--- src/tmbe_pkg.sv ---
package tmbe_pkg;

   localparam int CELLS  = 32768;
   localparam int ADDR_W = (CELLS > 1) ? $clog2(CELLS) : 1;
   localparam logic [16:0] PTR_LIMIT = 17'(CELLS);

   localparam int QDEPTH = 4;
   localparam int QPTR_W = $clog2(QDEPTH);

   localparam logic [3:0] OP_ADD  = 4'd0;
   localparam logic [3:0] OP_SUB  = 4'd1;
   localparam logic [3:0] OP_UP   = 4'd2;
   localparam logic [3:0] OP_DOWN = 4'd3;
   localparam logic [3:0] OP_OUT  = 4'd4;
   localparam logic [3:0] OP_IN   = 4'd5;
   localparam logic [3:0] OP_JZ   = 4'd6;
   localparam logic [3:0] OP_JMP  = 4'd7;
   localparam logic [3:0] OP_END  = 4'd8;

   localparam logic [1:0] ERR_NONE  = 2'd0;
   localparam logic [1:0] ERR_RANGE = 2'd1;
   localparam logic [1:0] ERR_INPUT = 2'd2;

   typedef struct packed {
      logic [3:0]        op;
      logic [7:0]        delta;
      logic [15:0]       target;
      logic [7:0]        in_byte;
      logic              in_ended;
      logic              ok;
      logic [ADDR_W-1:0] addr;
      logic              ptr_err;
   } entry_type;

   function automatic logic in_range(input logic [15:0] p);
      return {1'b0, p} < PTR_LIMIT;
   endfunction

endpackage

--- src/tmbe_if.sv ---
interface tmbe_req_if;
   logic        valid;
   logic        ready;
   logic [3:0]  op;
   logic [15:0] amount;
   logic [15:0] target;
   logic [7:0]  in_byte;
   logic        in_ended;

   modport source (output valid, op, amount, target, in_byte, in_ended, input ready);
   modport sink   (input valid, op, amount, target, in_byte, in_ended, output ready);
endinterface


--- src/tmbe_front.sv ---
module tmbe_front (
   input  logic                   clock,
   input  logic                   reset,
   tmbe_req_if.sink               req,
   input  logic                   full,
   input  logic                   clearing,
   output logic                   push,
   output tmbe_pkg::entry_type    entry
);

   logic [15:0] dp_ff, dp_in;
   logic        accept;

   assign req.ready = !full && !clearing;
   assign accept    = req.valid && req.ready;
   assign push      = accept;

   always_comb begin
      dp_in = dp_ff;
      if (req.op == tmbe_pkg::OP_UP) begin
         dp_in = dp_ff + req.amount;
      end else if (req.op == tmbe_pkg::OP_DOWN) begin
         dp_in = dp_ff - req.amount;
      end
   end

   always_comb begin
      entry.op       = req.op;
      entry.delta    = req.amount[7:0];
      entry.target   = req.target;
      entry.in_byte  = req.in_byte;
      entry.in_ended = req.in_ended;
      entry.ok       = tmbe_pkg::in_range(dp_ff);
      entry.addr     = dp_ff[tmbe_pkg::ADDR_W-1:0];
      entry.ptr_err  = !tmbe_pkg::in_range(dp_in);
   end

   always_ff @(posedge clock) begin
      if (reset) begin
         dp_ff <= '0;
      end else if (accept) begin
         dp_ff <= dp_in;
      end
   end

endmodule

--- src/flat_wrapper.sv ---
// flat-port wrapper written by rule: the top's interface ports become plain ports
module tmbe_front_flat 
  (clock, reset, full, clearing, push, entry, req_valid, req_op, req_amount, req_target, req_in_byte, req_in_ended, req_ready);
  tmbe_req_if req_i ();
  input  logic clock;
  input  logic reset;
  input  logic full;
  input  logic clearing;
  output logic push;
  output tmbe_pkg::entry_type entry;
  input wire logic [$bits(req_i.valid)-1:0] req_valid;
  input wire logic [$bits(req_i.op)-1:0] req_op;
  input wire logic [$bits(req_i.amount)-1:0] req_amount;
  input wire logic [$bits(req_i.target)-1:0] req_target;
  input wire logic [$bits(req_i.in_byte)-1:0] req_in_byte;
  input wire logic [$bits(req_i.in_ended)-1:0] req_in_ended;
  output wire logic [$bits(req_i.ready)-1:0] req_ready;
  assign req_i.valid = req_valid;
  assign req_i.op = req_op;
  assign req_i.amount = req_amount;
  assign req_i.target = req_target;
  assign req_i.in_byte = req_in_byte;
  assign req_i.in_ended = req_in_ended;
  assign req_ready = req_i.ready;
  tmbe_front u_core (.clock(clock), .reset(reset), .req(req_i), .full(full), .clearing(clearing), .push(push), .entry(entry));
endmodule
--- config.mk ---
export PLATFORM = sky130hd
export DESIGN_NAME = tmbe_front_flat
export DESIGN_NICKNAME = d
export VERILOG_FILES = /design/src/tmbe_pkg.sv /design/src/tmbe_if.sv /design/src/tmbe_front.sv /design/src/flat_wrapper.sv
export SDC_FILE = /design/constraint.sdc
export NUM_CORES = 1
export LEC_CHECK = 0
export ABC_AREA = 1
export BUFFER_PORTS_ARGS = -buffer_cell sky130_fd_sc_hd__buf_2
export CORE_ASPECT_RATIO = 0.9
export CORE_MARGIN = 2
export CORE_UTILIZATION = 55
export CTS_CLUSTER_DIAMETER = 40
export DETAILED_ROUTE_END_ITERATION = 8
export HOLD_SLACK_MARGIN = 0.1
export PLACE_DENSITY_LB_ADDON = 0.2
export SETUP_SLACK_MARGIN = 0.05
export SLEW_MARGIN = 20
export SYNTH_ARGS = -nofsm -noshare
export SYNTH_HDL_FRONTEND = slang
export SYNTH_SLANG_ARGS = --single-unit
--- constraint.sdc ---
create_clock -name clock -period 4.2 [get_ports clock]
set_input_delay 0.84 -clock clock [delete_from_list [all_inputs] [get_ports clock]]
set_output_delay 0.84 -clock clock [all_outputs]
set_load 0.01 [all_outputs]
==> reports/summary.txt <==
==========================================================================================
Worst IR drop on VDD                                                            0.000102 V
Signal arrival time at the worst endpoint                                          2.53 ns
Resized Gates After CTS                                                                  0
Synth Area per Inst                                                               5.92 um2
Iteration-0 DRC count of the detailed router                                           185
Number of synthesized flops with an enable pin                                           0
Flip-flop count of the largest register after layout                                    16
Class of the tightest hold or removal check                                   flop to flop
Final WS setup                                                                    0.830 ns
Placed instance area                                                              2790 um2
Worst endpoint required time                                                       3.36 ns
Count of fill cells added during filler insertion                                      547
Sequential element share of the synthesized area                                     0.111
Layout net count                                                                       569
Number of buffers created by CTS                                                         3
Top-Level Pins                                                                         106
Area share of the largest cell type after synthesis                                  0.145
Clock network latency to the later pin of the worst-skew pair                      0.27 ns
Cell taking the most area after synthesis                                     sky130_fd_sc_hd__nand2_1
Count of buffers from port buffering                                                    55
Final Cycle Share                                                                    0.802
Startpoint-to-endpoint class of the critical path                             primary input to output port
Total routing resource utilization after global routing                              0.272
Ranking of synthesized cells by area                                          sky130_fd_sc_hd__nand2_1 (15%), sky130_fd_sc_hd__buf_4 (14%), sky130_fd_sc_hd__ha_1 (13%)
Placement-stage worst setup slack                                                 0.861 ns
Maximum fanout along the worst path                                                      7
Chip width                                                                         80.5 um
Number of iterations in the first detailed-routing pass                                  5
Total grt overflow                                                                       0
Min Tclk post-route                                                                3.37 ns
Number of cells in the finished layout apart from fillers                              551
Number of max-cap violations                                                             0
Kind of cell adding the most delay to the critical path                       simple AND/OR/NAND/NOR gates
Hold Buf Count CTS                                                                       0
Drc violations                                                                           0
Clock tree from TritonCTS                                                              yes
Registers with the most flip-flops                                            u_core.dp_ff x16
Layout Skew                                                                     0.00894 ns
Number of instances in the synthesized netlist                                         489
GPL Wtd Cong                                                                         0.969
Setup repair after global routing missed its margin                                  false
Wire length reported by the detailed router                                        7480 um
Clock tree root buffer cell                                                   sky130_fd_sc_hd__clkbuf_8
Fin. Hold Viols                                                                          0
Result of the run                                                                completed
Dominant register cell in the synthesized netlist                             sky130_fd_sc_hd__dfxtp_1
Critical path endpoint category                                                output port
Area Growth Syn to Fin                                                              -2.25%
Number of cell rows                                                                     25
Register bank with the most flops                                             u_core.dp_ff
Fmax                                                                             0.297 GHz
Crit path buf inv count                                                                  4
Cell area after synthesis                                                         2900 um2
Core Footprint                                                                    5160 um2
Routed length per instance                                                         13.6 um
Antenna-violating nets left                                                              0
H-Tree Level Count                                                                       1
Max transition margin                                                                0.579
Clock edge transition at the registers on the reported setup and hold paths        0.07 ns
Most frequent cell on the critical path                                       sky130_fd_sc_hd__nand2_1
Share of layout cells above drive strength 1                                         0.149
Global-route wire length before repair                                           12,400 um
Slew at the pin with the worst max-slew slack                                     0.631 ns
Power Density                                                                   149 nW/um2
Via count of the first global-routing pass                                           2,543
Die footprint                                                                     5860 um2
Final setup vio count                                                                    0
Flip-flop and latch count after synthesis                                               16
Vertical die dimension                                                             72.8 um
Met2 WL post-DR                                                                    3150 um
Count of antenna diodes in the layout                                                    0
Leading cell types by count after synthesis                                   sky130_fd_sc_hd__nand2_1 (112), sky130_fd_sc_hd__inv_1 (73), sky130_fd_sc_hd__buf_4 (55)
Number of warnings printed during yosys synthesis                                        0
Routed met1 length                                                                 3660 um
Cell area after layout                                                            2830 um2
Detailed-route vias per instance                                                      5.19
Slowest Stage Delay on Critical Path                                               0.41 ns
Post-CTS repair timing setup buffer count                                                0
Highest layer used for signal routing                                                 met4
DR vias                                                                              2,858
Pwr Total                                                                           422 uW
Kind of start point of the critical path                                      primary input
Routed length on met3                                                               565 um
HPWL reported at the end of detailed placement                                     6030 um
Netlist cell types                                                                      33
Slew Limit Fails                                                                         0
Post-synthesis async set-or-reset flop share                                             0
Leakage Power                                                                      1.70 nW
Cell breakdown of the critical path                                           buf_2 > inv_1 > ha_1 > inv_1 > nand2_1 > nor3_1 > and2_1 > nand2_1 > nand2_1 > nand2_1 > nand3_1 > nand3_1 > buf_2
Sum of negative setup slack                                                           0 ns
Number of antenna violations at the first check in global routing                        0
Largest net degree at the start of global routing                                       16
Top-count cell post-synth                                                     sky130_fd_sc_hd__nand2_1
Dpl cells                                                                              548
Clk buf depth                                                                            2
Initial Util                                                                         0.561
Number of clock sinks                                                                   16
Cell at the slowest stage of the critical path                                sky130_fd_sc_hd__ha_1
Syn Nets                                                                               572
==========================================================================================
==> logic make-up after synthesis <==
group | after synthesis | synth area share
AOI/OAI and AO/OA | 71 | 0.140
DFF | 16 | 0.111
adders and majority gates | 33 | 0.148
xor gates and xnor gates | 3 | 0.00908
buffers and inverters | 141 | 0.264
and+or+nand+nor | 225 | 0.328
==> worst register-to-register path: cells and delay by family (launching register included) <==
family / cells / cell delay (ns)
simple gates: 10 / 1.03
fa+ha+maj: 2 / 0.58
buf+inv: 3 / 0.20
flops: 1 / 0.37
==> cells in the final DEF (no fill, tap or decap), types with 3 or more instances in the layout <==
cell,instances
sky130_fd_sc_hd__o211ai_1,3
sky130_fd_sc_hd__nor2_1,47
sky130_fd_sc_hd__nor2_2,5
sky130_fd_sc_hd__inv_1,73
sky130_fd_sc_hd__nand3_1,46
sky130_fd_sc_hd__nand2_1,112
sky130_fd_sc_hd__nand4_1,6
sky130_fd_sc_hd__dfxtp_1,16
sky130_fd_sc_hd__inv_2,3
sky130_fd_sc_hd__o21ai_0,20
sky130_fd_sc_hd__ha_1,31
sky130_fd_sc_hd__clkbuf_8,3
sky130_fd_sc_hd__nor3_1,4
sky130_fd_sc_hd__buf_2,55
sky130_fd_sc_hd__o21bai_1,3
sky130_fd_sc_hd__a21oi_1,35
==> through the flow <==
step / utilization / hold WS, ns
global placement: 0.540 / 0.545
CTS: 0.548 / 0.573
floorplan: - / 0.516
detailed placement: 0.540 / 0.553
global route: 0.548 / 0.608
finish: 0.548 / 0.567
==> where the power goes <==
part	switching, mW	leakage [nW]	internal [mW]
Sequential	0.00231	0.129	0.154
Clock	0.0663	0.0216	0.0641
Combinational	0.0888	1.54	0.0468
==> metal layers <==
metal  vias to the layer above  global-route usage
met5                         -                   0
met4                         0              0.0640
met3                        21              0.0408
met2                       106               0.430
met1                      1243               0.391
li1                       1488                   -
==> cell type report <==
cell class / instances / area, um2 / area share
Timing Repair Buffer: 57 / 290 / 0.103
Clock buffer: 3 / 41.3 / 0.0146
Sequential cell: 16 / 320 / 0.113
Inverter: 76 / 285 / 0.101
Tap cell: 67 / 83.8 / 0.0296
Multi-Input combinational cell: 332 / 1810 / 0.639
==> final timing paths <==
kind / startpoint / slack (ns) / cells past startpoint / end
max: req_amount[12] / 0.83 / 13 / entry[0]
min: u_core.dp_ff[6] / 0.57 / 2 / u_core.dp_ff[6]
max reg2reg: u_core.dp_ff[0] / 1.93 / 15 / u_core.dp_ff[10]
min reg2reg: u_core.dp_ff[6] / 0.57 / 2 / u_core.dp_ff[6]
Note: power is estimated with default switching activity, not from simulation.
