**config.mk**
```make
export PLATFORM = sky130hd
export DESIGN_NAME = tmbe_queue
export DESIGN_NICKNAME = d
export VERILOG_FILES = /design/src/tmbe_pkg.sv /design/src/tmbe_queue.sv
export SDC_FILE = /design/constraint.sdc
export NUM_CORES = 1
export LEC_CHECK = 0
export BUFFER_PORTS_ARGS = -buffer_cell sky130_fd_sc_hd__clkbuf_2
export CAP_MARGIN = 0
export CORE_MARGIN = 5
export CORE_UTILIZATION = 45
export DETAILED_ROUTE_END_ITERATION = 7
export GPL_ROUTABILITY_DRIVEN = 0
export PLACE_DENSITY_LB_ADDON = 0.3
export RECOVER_POWER = 100
export SLEW_MARGIN = 30
export SYNTH_ARGS = -nofsm -noshare
export SYNTH_HDL_FRONTEND = slang
export SYNTH_SLANG_ARGS = --single-unit
export TNS_END_PERCENT = 50
```
**constraint.sdc**
```tcl
create_clock -name clock -period 3.3 [get_ports clock]
set_input_delay 0.33 -clock clock [delete_from_list [all_inputs] [get_ports clock]]
set_output_delay 0.33 -clock clock [all_outputs]
set_load 0.01 [all_outputs]
```
**src/tmbe_pkg.sv**
```systemverilog
package tmbe_pkg;

   localparam int CELLS  = 32768;
   localparam int ADDR_W = (CELLS > 1) ? $clog2(CELLS) : 1;
   localparam logic [16:0] PTR_LIMIT = 17'(CELLS);

   localparam int QDEPTH = 4;
   localparam int QPTR_W = $clog2(QDEPTH);

   localparam logic [3:0] OP_ADD  = 4'd0;
   localparam logic [3:0] OP_SUB  = 4'd1;
   localparam logic [3:0] OP_UP   = 4'd2;
   localparam logic [3:0] OP_DOWN = 4'd3;
   localparam logic [3:0] OP_OUT  = 4'd4;
   localparam logic [3:0] OP_IN   = 4'd5;
   localparam logic [3:0] OP_JZ   = 4'd6;
   localparam logic [3:0] OP_JMP  = 4'd7;
   localparam logic [3:0] OP_END  = 4'd8;

   localparam logic [1:0] ERR_NONE  = 2'd0;
   localparam logic [1:0] ERR_RANGE = 2'd1;
   localparam logic [1:0] ERR_INPUT = 2'd2;

   typedef struct packed {
      logic [3:0]        op;
      logic [7:0]        delta;
      logic [15:0]       target;
      logic [7:0]        in_byte;
      logic              in_ended;
      logic              ok;
      logic [ADDR_W-1:0] addr;
      logic              ptr_err;
   } entry_type;

   function automatic logic in_range(input logic [15:0] p);
      return {1'b0, p} < PTR_LIMIT;
   endfunction

endpackage

```
**src/tmbe_queue.sv**
```systemverilog
module tmbe_queue (
   input  logic                   clock,
   input  logic                   reset,
   input  logic                   push,
   input  tmbe_pkg::entry_type    push_entry,
   input  logic                   pop,
   output logic                   full,
   output logic                   head_valid,
   output tmbe_pkg::entry_type    head_entry
);

   tmbe_pkg::entry_type            slots_ff [tmbe_pkg::QDEPTH];
   logic [tmbe_pkg::QPTR_W-1:0]    wr_ptr_ff;
   logic [tmbe_pkg::QPTR_W-1:0]    rd_ptr_ff;
   logic [tmbe_pkg::QPTR_W:0]      count_ff, count_in;
   logic                           do_push, do_pop;

   assign full       = count_ff == (tmbe_pkg::QPTR_W + 1)'(tmbe_pkg::QDEPTH);
   assign head_valid = count_ff != '0;
   assign head_entry = slots_ff[rd_ptr_ff];
   assign do_push    = push && !full;
   assign do_pop     = pop && head_valid;

   always_comb begin
      count_in = count_ff;
      if (do_push && !do_pop) begin
         count_in = count_ff + 1'b1;
      end else if (do_pop && !do_push) begin
         count_in = count_ff - 1'b1;
      end
   end

   always_ff @(posedge clock) begin
      if (do_push) begin
         slots_ff[wr_ptr_ff] <= push_entry;
      end
   end

   always_ff @(posedge clock) begin
      if (reset) begin
         wr_ptr_ff <= '0;
         rd_ptr_ff <= '0;
         count_ff  <= '0;
      end else begin
         if (do_push) begin
            wr_ptr_ff <= wr_ptr_ff + 1'b1;
         end
         if (do_pop) begin
            rd_ptr_ff <= rd_ptr_ff + 1'b1;
         end
         count_ff <= count_in;
      end
   end

endmodule

```
==> reports/summary.md, run 1 <==
In the synthesized netlist the async set-or-reset flop fraction comes to 0%. Cells fill 53.75% of the core in the end. The flow ran to the end, and the final reports show no timing, DRC or antenna violations.

The register area share after synthesis is 80.05%, and the final cell count without fillers is 711. The initial utilization of the core area, before any placement, comes to 46.05%. The total count of hold-check failures in the final report came out at 0. Counting tap cells, the placed design contains a total of 669 instances. Leading cell type by number of instances after synthesis: sky130_fd_sc_hd__edfxtp_1. The synthesized design spends more area on one cell type than any other, namely sky130_fd_sc_hd__edfxtp_1. The critical path is of the reg -> out type.

Synthesis inferred 225 register bits. In this run, the number of DRC markers left after iteration 0 of detailed routing was 144. Max-cap violations in this run came to 0. The total power density per cell area is 779.6 nW/um2, and the floorplan die width is 146.0 um.

By area the synthesized netlist is led by sky130_fd_sc_hd__edfxtp_1, sky130_fd_sc_hd__mux4_2, sky130_fd_sc_hd__dfxtp_1. Of all nets on the critical path, the largest fanout is 34. The signal on the critical path passes through buf_12 > mux4_2 > clkbuf_1. Post-CTS timing repair inserted 0 buffers for setup. Across every metal layer, demand over resource in global routing totals 14.09%.

Counting flops with a built-in enable in the synthesized netlist gives 216. The number of vias per cell is 5.239. The setup check on the worst reg-to-reg path leaves a slack of 0.66 ns. After clock tree synthesis, the clock-pin slew on the worst setup and hold paths is 0.06 ns. The detailed-router iteration count before antenna repair is 4.

The average instance in the mapped netlist occupies 25.24 um2. After layout, the worst path uses 84.34% of the clock period. The number of nets handed over by synthesis was 394. The kind of end point of the critical path was an output pin. The initial antenna violation count was 2; the proportion of layout cells with a drive suffix above 1 was 22.04%. The worst endpoint data arrival time is 2.45 ns.

The type of the most critical hold path was in -> reg. Entering global routing, the biggest net connects 41 pins. After clock tree synthesis, the repair step resized 0 gates.

Counting I/O delays and the setup requirement, the final critical path takes 2.783 ns. The combined buffer and inverter count along the critical path came out at 2. The tools report the count of endpoints failing setup in the final report as 0. After detailed routing, the number of remaining DRC violations is 0. Counting cells, the worst reg-to-reg path comes to 4. Summing over every cut layer, the via total after detailed routing is 3725.

Clock skew on the completed layout was measured at 0.007326 ns. The count of boundary I/O pins is 114, and the fraction of synthesized cell area taken by the top area cell type is 77.88%. For this design the static power due to leakage is 3.056 nW. In this run the core area contains 49 standard-cell rows. Slowest library cell on the worst path: sky130_fd_sc_hd__dfxtp_1. For the total number of H-tree levels, the log shows 1. The maximum clock frequency was 359.3 MHz; the synthesized instance count was 330. The vertical die dimension is 146.0 um, and the layout overhead on the synthesized area is 16.72%. The HPWL after detailed placement is 9291 um.

The final layout net count is 529. At the worst endpoint, the required time is 2.97 ns. The worst setup path is launched from a flop.

The wire length reported by the detailed router came out at 14950 um. The logs give 23 for the unique cell type count in the Yosys netlist and 0.50 ns for the clock latency on the worst-skew pair. The total grt overflow is 0, and the buffer levels on the longest clock path is 3. The first global-routing pass estimated 23250 um of wire.

The detail route stage leaves a number of antenna-violating nets equal to 0. Main flop type after synthesis: sky130_fd_sc_hd__edfxtp_1. For this design, the CTS-stage hold fixing added 0 buffers. Timing endpoint of the critical path: head_entry[20]. The tree is rooted in a sky130_fd_sc_hd__clkbuf_16. The actual transition at the worst max-transition pin came out at 1.282 ns. Peak supply drop: 327.0 uV. The tools report the number of max-slew violations in the final report as 0. Setup repair after global routing left no endpoint under its margin. The commonest cells after synthesis are sky130_fd_sc_hd__edfxtp_1, sky130_fd_sc_hd__mux4_2, sky130_fd_sc_hd__dfxtp_1, sky130_fd_sc_hd__nor2_1. The tools report the die outline area as 21330 um2. The run gives 14.51% as the worst max-slew margin expressed relative to the limit. During synthesis, Yosys emitted a total of 0 warnings.

The standard cell core area was 18090 um2. The tools report the setup TNS as 0 ns. On the critical path the largest part of the delay comes from flip-flops.

TritonCTS built the clock tree. The tree built by TritonCTS fans out to 225 sinks. In this run, CTS created clock tree buffers numbering 23. Counting buffers and inverters, the worst setup path is 3 cells deep. The startpoint identified for the worst register-to-register timing path is count_ff[0]$_SDFFE_PP0P_.

On the worst path, the slowest cell contributes a delay of 1.06 ns. The critical register-to-register path endpoint was slots_ff[1][47]$_DFFE_PP_. In this run the cell area of the synthesized design comes to 8328 um2. The count of buffers added on input and output ports is 113. The via count of the first global-routing pass is 4177. In the final routed layout, each cell accounts on average for 21.03 um.
==> worst min-delay path by stage <==
stage	start	to	slack, ns	cells after the start
after CTS	push_entry[0]	slots_ff[2][0]$_DFFE_PP_	0.02	1
after global placement	wr_ptr_ff[1]$_SDFFE_PP0P_	wr_ptr_ff[1]$_SDFFE_PP0P_	0.49	2
after floorplan	push_entry[0]	slots_ff[0][0]$_DFFE_PP_	0.43	0
final	push_entry[32]	slots_ff[1][32]$_DFFE_PP_	0.08	1
after detailed placement	wr_ptr_ff[1]$_SDFFE_PP0P_	wr_ptr_ff[1]$_SDFFE_PP0P_	0.51	2
after global routing	push_entry[42]	slots_ff[2][42]$_DFFE_PP_	0.08	1
==> worst register-to-register path, delay by kind of cell (launching register included) <==
kind                   cells  cell delay [ns]
buffers and inverters      1             0.36
DFF                        1             0.45
and+or+nand+nor            3             1.47
==> per-stage QoR <==
stage	power [mW]	hold slack [ns]	area (um2)	setup slack, ns
after global routing	7.948	0.07848	9721	0.3649
final	7.578	0.07901	9721	0.5169
after detailed placement	5.348	0.5088	9158	1.009
after floorplan	4.798	0.4289	8328	0.7477
after global placement	5.314	0.4943	9158	1.148
after CTS	7.795	0.02255	9876	0.6118
==> power by group <==
part,internal [mW],total [mW],leakage [nW],switching [mW]
clock,1.43,2.44,0.357,1.01
sequential,3.44,3.62,2.05,0.184
combinational,0.731,1.52,0.645,0.787
==> routing by layer <==
| metal | part of all wire (%) | up-vias | track usage (%) | wire [um] |
|---|---|---|---|---|
| met1 | 41 | 1924 | 18.08 | 6126 |
| met4 | 2.3 | 2 | 4.327 | 340 |
| met3 | 6.6 | 30 | 3.936 | 980 |
| li1 | - | 1669 | - | - |
| met5 | 0.087 | - | 0 | 13 |
| met2 | 50 | 100 | 23.68 | 7492 |
==> cells by family (layout without fill, tap and decap cells) <==
kind of cell    Yosys count  in the layout  synth area share [%]
compound gates            6              6                0.4958
xor+xnor                  4              4                0.4206
other cells               0              1                     0
simple gates             16             16                 1.097
fa+ha+maj                 6              6                0.9916
buf+inv                  17            168                 1.923
flops                   225            225                 80.05
mux                      56             56                 15.02
==> sequential cells by signal, summed over array words and instances, names as in the netlist, named ones only <==
register	flops
rd_ptr_ff	2
slots_ff	216
wr_ptr_ff	2
count_ff	3
==> layout by cell type (no fill, tap or decap), types with 2 or more instances in the layout <==
| master | instances |
|---|---|
| sky130_fd_sc_hd__edfxtp_1 | 216 |
| sky130_fd_sc_hd__and2_2 | 3 |
| sky130_fd_sc_hd__clkinv_1 | 5 |
| sky130_fd_sc_hd__mux2i_1 | 2 |
| sky130_fd_sc_hd__o21ai_0 | 2 |
| sky130_fd_sc_hd__inv_1 | 4 |
| sky130_fd_sc_hd__ha_1 | 5 |
| sky130_fd_sc_hd__mux4_2 | 50 |
| sky130_fd_sc_hd__buf_12 | 3 |
| sky130_fd_sc_hd__clkbuf_16 | 23 |
| sky130_fd_sc_hd__inv_6 | 2 |
| sky130_fd_sc_hd__mux4_1 | 4 |
| sky130_fd_sc_hd__clkbuf_2 | 12 |
| sky130_fd_sc_hd__dfxtp_1 | 8 |
| sky130_fd_sc_hd__bufinv_16 | 2 |
| sky130_fd_sc_hd__a21oi_1 | 2 |
| sky130_fd_sc_hd__nor2_1 | 6 |
| sky130_fd_sc_hd__or3_1 | 3 |
| sky130_fd_sc_hd__buf_4 | 2 |
| sky130_fd_sc_hd__clkinv_2 | 7 |
| sky130_fd_sc_hd__clkbuf_1 | 107 |
| sky130_fd_sc_hd__xor2_1 | 4 |
| sky130_fd_sc_hd__nand2b_1 | 2 |
==> final cells by class <==
| cell class | count | area [um2] |
|---|---|---|
| sequential | 225 | 6670 |
| clock buffer | 24 | 579.3 |
| inverter | 4 | 15.01 |
| multi-input combinational | 88 | 1495 |
| antenna | 1 | 2.502 |
| tap | 229 | 286.5 |
| clock inverter | 17 | 138.9 |
| timing repair buffer | 123 | 533.0 |
| fill | 1409 | 8366 |
No activity file was read; power rests on OpenSTA's default activity.
==> run 2, diff against run 1 <==
--- a/config.mk
+++ b/config.mk
@@ -5,6 +5,7 @@
 export SDC_FILE = /design/constraint.sdc
 export NUM_CORES = 1
 export LEC_CHECK = 0
+export ABC_AREA = 1
 export BUFFER_PORTS_ARGS = -buffer_cell sky130_fd_sc_hd__clkbuf_2
 export CAP_MARGIN = 0
 export CORE_MARGIN = 5
==> constraint.sdc (replaced) <==
create_clock -name clock -period 2.35 [get_ports clock]
set_input_delay 0.235 -clock clock [delete_from_list [all_inputs] [get_ports clock]]
set_output_delay 0.235 -clock clock [all_outputs]
set_load 0.01 [all_outputs]
==> run 2 against run 1 <==
Compared with the run above: clock skew decreased by 0.0025 ns; global-route usage grew 2.1 points; clock-buffer cell count rose by 5; non-clock buffer count is 64 higher; critical endpoint is now head_entry[4].
==> reports/summary.md, run 2 <==
The number of max-slew violations in the final report was 0; the final instance area was 10500 um2. A synthesized cell averages 14.33 um2. The number of flops mapped to enable cells by yosys was 216; the proportion of layout cells with a drive suffix above 1 was 14.08%. After synthesis, the most frequently instantiated cells are sky130_fd_sc_hd__edfxtp_1, sky130_fd_sc_hd__nor2_1, sky130_fd_sc_hd__o21ai_0, sky130_fd_sc_hd__o22ai_1, sky130_fd_sc_hd__buf_2. The most used flip-flop cell after synthesis is sky130_fd_sc_hd__edfxtp_1.

The maximum net fanout on the critical path works out to 70. For this run, the top clock speed supported by timing is 447.3 MHz. slots_ff holds more flip-flops than any other register. The completed layout was analyzed and its total power is 11.06 mW.

After detailed routing, the wire length on met1 is 8041 um. Kind of end point of the critical path: an output pin. The ratio of final minimum period to clock period was 95.13%; the vertical die dimension was 147.2 um. Detailed routing placed a total of 1010 um of wire on met3.

The die covers 21660 um2. The clock transition at the register clock pins on the worst setup and hold paths after CTS is 0.06 ns. STA puts the critical path data required time at 2.12 ns. In this run the cell area of the synthesized design comes to 8469 um2. The total number of H-tree levels came out at 1.

For the wire length reported by the detailed router, the log shows 18280 um. For this run, the total global-route usage over all layers was measured as 16.15%. The layout overhead on the synthesized area was 23.96%.

Slowest library cell on the worst path: sky130_fd_sc_hd__dfxtp_4. The actual transition at the worst max-transition pin came out at 0.9724 ns. Kind of start point of the critical path: a flop. In this run the static leakage power is 3.649 nW. The flip-flop and latch count after synthesis is 225. During I/O placement, the number of pins put on the boundary was 114. Measured along the x axis, the die boundary spans 147.2 um. Detailed placement finished with a half-perimeter wire length of 10520 um. The run gives 5409 as the via count of the first global-routing pass. Routed signal wires occupy layers up through met4. The fraction of synthesized cell area taken by the top area cell type came out at 76.58%. Synthesis produced a netlist whose cell count is 591. The synthesized netlist contains 20 unique library cells.

Pin count of the biggest net entering global routing: 89. Final layout net count: 832. The total overflow left after global routing is 0.

For the post-CTS setup buffer count, the log shows 0. The largest registers in the layout are slots_ff: 216 flops, count_ff: 3 flops. The fraction of registers with async set/reset was 0%; the peak supply drop was 660.4 uV. The critical path goes through inv_8 > buf_4 > o21ai_0 > o22ai_1 > clkbuf_2. Together, buffers and inverters on the worst path number 3. The floorplan has 50 rows. By instance count, the leading cell after synthesis is sky130_fd_sc_hd__edfxtp_1. The initial detailed-routing violation count came out at 344. The tools report the detailed-route via count as 5368. The flow ran to the end, and the final reports show no timing, DRC or antenna violations.

For the final database, setup skew stands at 0.004780 ns. The library cells used most frequently in the layout, excluding fill and tap cells, are sky130_fd_sc_hd__edfxtp_1, sky130_fd_sc_hd__nor2_1, sky130_fd_sc_hd__o21ai_0. The initial utilization of the core area, before any placement, comes to 45.43%. On the critical path the largest part of the delay comes from buffers and inverters. The first TritonRoute pass finished after 4 iterations.

Count of yosys warnings during synthesis: 0. TritonCTS built the clock tree. The core region is 18640 um2. Counting along the longest clock path gives a buffer depth of 3.

sky130_fd_sc_hd__edfxtp_1 takes more of the synthesized area than any other cell. Setup violations remaining at the end of the flow were counted as 0. STA puts the critical path data arrival time at 2.00 ns.

After detailed routing, the met2 layer carries 8976 um of wire. The register with the most flip-flops in the layout has 216 of them. The number of nets still failing antenna checks after routing was 0; the net count of the mapped netlist was 655. The min-delay analysis places its worst path in the category in -> reg. The critical path class was reg -> out. The worst path needs 2.236 ns of the cycle, external delays included. Ranked by total cell area, the synthesized netlist is headed by sky130_fd_sc_hd__edfxtp_1, sky130_fd_sc_hd__o21ai_0, sky130_fd_sc_hd__nor2_1. The run gives 0 as the post-route DRC violation count. The number of buffers added by the clock tree synthesis step came out at 22. The most frequent standard cell in the layout excluding fill and tap cells is sky130_fd_sc_hd__edfxtp_1.

The run gives 35.17% as the worst max-slew margin expressed relative to the limit. The run gives 9320 um2 as the post-detailed-placement cell area. The later pin in the worst-skew pair is clocked with a latency of 0.48 ns.

Sequential cells were found to cover 78.71% of the synthesized design area. For this design the ratio of total power to cell area is 1053 nW/um2. Clock tree synthesis selected as its root buffer the cell sky130_fd_sc_hd__clkbuf_16. The tree built by TritonCTS fans out to 225 sinks. In this run the tool buffered the top-level ports with 113 buffer cells.

The number of vias per cell was 5.283. Setup repair after global routing could not meet its margin everywhere. The first global-routing pass estimated 27920 um of wire.

The total count of hold-check failures in the final report came out at 0. The detailed-route wire length per cell was 18.00 um; the initial antenna violation count was 1. The number of max-cap violations is 0. The largest single stage delay on the critical path is 0.45 ns.
==> run 2: cell types whose count changed after synthesis, moves of 5 or more <==
cell                       change
sky130_fd_sc_hd__buf_12        -5
sky130_fd_sc_hd__buf_2        +15
sky130_fd_sc_hd__clkbuf_2      +6
sky130_fd_sc_hd__inv_1        +11
sky130_fd_sc_hd__mux4_2       -50
sky130_fd_sc_hd__nand2_1      +15
sky130_fd_sc_hd__nor2_1      +116
sky130_fd_sc_hd__o21ai_0      +92
sky130_fd_sc_hd__o21ai_1      +15
sky130_fd_sc_hd__o22ai_1      +54
==> run 2: report_power, final <==
part | total [mW] | switching [mW] | internal (mW)
combinational | 2.67 | 1.74 | 0.927
clock | 3.33 | 1.33 | 2.00
sequential | 5.06 | 0.175 | 4.88
==> run 2: final timing paths <==
kind	start	endpoint	slack, ns	cells past startpoint
worst min register to register	rd_ptr_ff[0]$_SDFFE_PP0P_	flop	0.52	2
worst max-delay path	flop	head_entry[4]	0.11	5
worst max register to register	count_ff[0]$_SDFFE_PP0P_	slots_ff[3][31]$_DFFE_PP_	0.16	6
worst min-delay path	pop	flop	0.06	3
==> run 2: cells by family (layout without fill, tap and decap cells) <==
family          Yosys count  after routing  synth area share (%)
fa+ha+maj                 6              6                0.9750
xor+xnor                  1              1                0.1034
simple gates            142            142                 6.397
buf+inv                  51            241                 3.206
compound gates          166            166                 10.61
flops                   225            225                 78.71
other cells               0              1                     0
==> run 2: cell type report <==
cell class / instances / area [um2]
multi-input combinational: 315 / 1554
tap: 234 / 292.8
inverter: 17 / 71.32
clock inverter: 8 / 88.84
antenna: 1 / 2.502
sequential: 225 / 6671
timing repair buffer: 187 / 1220
fill: 1508 / 8144
clock buffer: 29 / 598.1
==> run 2: per-stage QoR <==
step           hold slack, ns  utilization [%]  cells  TNS (ns)  worst slack, ns
6_report              0.06143            56.32   1016         0           0.1144
3_3_place_gp           0.4467            49.99    922         0           0.5889
4_1_cts               0.04314            56.63   1014         0          0.03782
2_1_floorplan          0.3041                -    591    -39.37          -0.1823
3_5_place_dp           0.4548            49.99    922         0           0.4562
5_1_grt               0.06243            56.32   1016  -0.05204         -0.01864
==> run 2: worst min-delay path: stages <==
cell and delay [ns]:
sky130_fd_sc_hd__clkbuf_2 0.10, sky130_fd_sc_hd__nand3_1 0.10, sky130_fd_sc_hd__a21oi_1 0.07
==> run 2: what timing repair did <==
action	4_1_cts	5_1_grt
setup endpoints to repair	0	22
hold buffers	55	0
gates resized for setup	0	2
hold endpoints to repair	219	0
==> run 2: routing by layer <==
layer / up-vias / GRT usage [%]
li1: 2553 / -
met1: 2635 / 21.08
met2: 155 / 27.90
met3: 25 / 3.270
met4: 0 / 4.101
met5: - / 0
==> run 3, diff against run 2 <==
--- a/config.mk
+++ b/config.mk
@@ -9,7 +9,7 @@
 export BUFFER_PORTS_ARGS = -buffer_cell sky130_fd_sc_hd__clkbuf_2
 export CAP_MARGIN = 0
 export CORE_MARGIN = 5
-export CORE_UTILIZATION = 45
+export CORE_UTILIZATION = 36
 export DETAILED_ROUTE_END_ITERATION = 7
 export GPL_ROUTABILITY_DRIVEN = 0
 export PLACE_DENSITY_LB_ADDON = 0.3
==> run 3 against run 2 <==
Compared with the run above: combinational power is 3% lower; register-to-register slack improved by 0.05 ns; sequential share of layout area decreased by 0.96 points; clock-buffer cell count increased by 3; highest routed layer is now met5; die area grew 23%; hold slack worse by 0.019 ns; sequential power shrank 1%; largest cell class unchanged; critical endpoint is now head_entry[39]; non-clock buffer count fell by 2.
==> reports/summary.md, run 3 (same netlist as run 2, synthesis figures left out) <==
The kind of start point of the critical path is a flop. Kind of end point of the critical path: an output pin. The total number of H-tree levels came out at 1.

Number of vias per cell: 4.798. For the number of nets still failing antenna checks after routing, the log shows 0. The initial detailed-routing violation count was 280.

The ratio of final minimum period to clock period works out to 92.90%. The combined flip-flop and latch cell area is 6669 um2, and the post-route DRC violation count is 0. In the final design database the tool counted 833 nets. The tools report the endpoint required time on the critical path as 2.12 ns. Prior to clock tree synthesis, the placed netlist has a worst setup slack of 0.5502 ns. The sum of net half-perimeters after detailed placement is 10480 um, and the minimum setup slack in the final design is 0.1669 ns. Across the routed clock network, the largest skew measured is 0.007826 ns. For the static leakage, the log shows 3.563 nW. The worst setup path is of the reg -> out kind. The count of inserted antenna diode cells is 0, and the final critical-path required period is 2.183 ns. The largest registers in the layout are slots_ff: 216 flops, count_ff: 3 flops. Of the cells placed in the final design, the portion with a size suffix greater than 1 is 8.767%. The via count of the first global-routing pass was 5396.

For the multi-input combinational cell area, the log shows 1544 um2. Across the VDD grid, the largest voltage drop is 587.1 uV. Summed over all layers, the global routing overflow is 0. Along the worst hold path, the cell count comes to 3. Clock tree synthesis found a total of 225 sinks. Buffers placed on the I/O ports in this run total 113. Hold is met by 0.04220 ns.

The initial antenna violation count came out at 1. The number of max-cap violations is 0. The register with the most flip-flops in the layout has 216 of them. The number of cells on the worst reg-to-reg path is 6. For the worst-skew pair, the clock arrives at the later sink with an insertion delay of 0.50 ns.

The tools report the standard cell core area as 23330 um2. The number of fill cells was 2146. Adding up every negative setup slack in the final design gives 0 ns. Floorplan die width: 163.4 um.

Power spread over the standard cell area amounts to 1054 nW/um2. The number of buffers added by the clock tree synthesis step is 25, and the worst endpoint data arrival time is 1.95 ns. The logs give 13.56% for the total global routing track utilization and 48.74% for the worst max-slew margin expressed relative to the limit. Measured on the finished design, the core utilization comes to 45.67%. Before antenna repair, the detailed router went through 4 iterations.

Wires add up to 18070 um. The clock passes through at most 3 buffers. After floorplanning, the core was divided into 56 placement rows. The die is 163.4 um tall. The global-route wire length before repair was 28870 um; the count of endpoints failing setup in the final report was 0. After clock tree synthesis, the clock-pin slew on the worst setup and hold paths is 0.06 ns. The total count of hold-check failures in the final report was 0. Setup repair after global routing left no endpoint under its margin.

TritonCTS built the clock tree. In the final routed layout, each cell accounts on average for 16.34 um. The run gives 5307 as the detailed-route via count. Leaving out fill and tap cells, the most frequent cell in the layout is sky130_fd_sc_hd__edfxtp_1. The setup slack on the worst flop-to-flop path is 0.21 ns. The design draws 11.23 mW.

The tools report the number of max-slew violations in the final report as 0. The maximum net fanout on the critical path works out to 108. The area growth from synthesis to layout is 25.82%.

The tree is rooted in a sky130_fd_sc_hd__clkbuf_16. The tools report the number of gates resized after CTS as 0. The actual transition at the worst max-transition pin works out to 0.7660 ns. The flow ran to the end, and the final reports show no timing, DRC or antenna violations. The die covers 26690 um2.

In this run the count of I/O pins placed on the die edge is 114. The starting utilization of the core area came out at 36.30%. Leaving out fill and tap cells, the most frequent cells in the layout are sky130_fd_sc_hd__edfxtp_1, sky130_fd_sc_hd__nor2_1, sky130_fd_sc_hd__clkbuf_1.

The min-delay analysis places its worst path in the category in -> reg. Timing would allow up to 458.1 MHz. Entering global routing, the biggest net connects 109 pins. slots_ff holds more flip-flops than any other register.
run 3: cell count changes in the layout (fill, tap and decap cells not counted), sizes merged:
cell / delta
buf: +6
clkbuf: -5
clkinv: +5
diode: -1
run 3: stage by stage:
stage	cell area [um2]	instances
final	10660	1106
after global routing	10660	1106
after CTS	10860	1106
after detailed placement	9519	1006
after global placement	9519	1006
after floorplan	8479	591
run 3: worst max-delay path: stages, from the launching register on:
cell and delay, ns:
sky130_fd_sc_hd__dfxtp_2 0.39, sky130_fd_sc_hd__buf_12 0.40, sky130_fd_sc_hd__o21ai_0 0.18, sky130_fd_sc_hd__o22ai_1 0.25, sky130_fd_sc_hd__clkbuf_1 0.20
run 3: routing by layer:
metal / routed length, um / share of wire (%) / up-vias / track usage [%]
li1: - / - / 2555 / -
met1: 7939 / 44 / 2583 / 17.10
met2: 8856 / 49 / 140 / 24.19
met3: 970 / 5.4 / 27 / 2.776
met4: 299 / 1.7 / 2 / 3.012
met5: 7 / 0.039 / - / 0
run 3: layout make-up:
cell class / count / share of cell area [%]
Clock buffer: 32 / 6.305
Clock inverter: 13 / 1.092
Inverter: 17 / 0.6458
Multi-Input combinational cell: 315 / 14.49
Sequential cell: 225 / 62.58
Tap cell: 319 / 3.745
Timing Repair Buffer: 185 / 11.14
run 3: timing repair:
item / CTS / global route
hold buffers: 55 / 0
buffers inserted: 0 / 0
endpoints found under the hold margin: 221 / 0
run 3: final timing paths:
check	start	end
hold reg to reg	rd_ptr_ff[0]$_SDFFE_PP0P_	rd_ptr_ff[0]$_SDFFE_PP0P_
setup / recovery	flop	head_entry[39]
hold / removal	pop	rd_ptr_ff[0]$_SDFFE_PP0P_
setup reg to reg	count_ff[0]$_SDFFE_PP0P_	slots_ff[1][22]$_DFFE_PP_
run 3: where the power goes:
part | internal (mW) | switching (mW)
Sequential | 4.88 | 0.117
Combinational | 0.833 | 1.75
Clock | 2.23 | 1.43
Total | 7.94 | 3.30
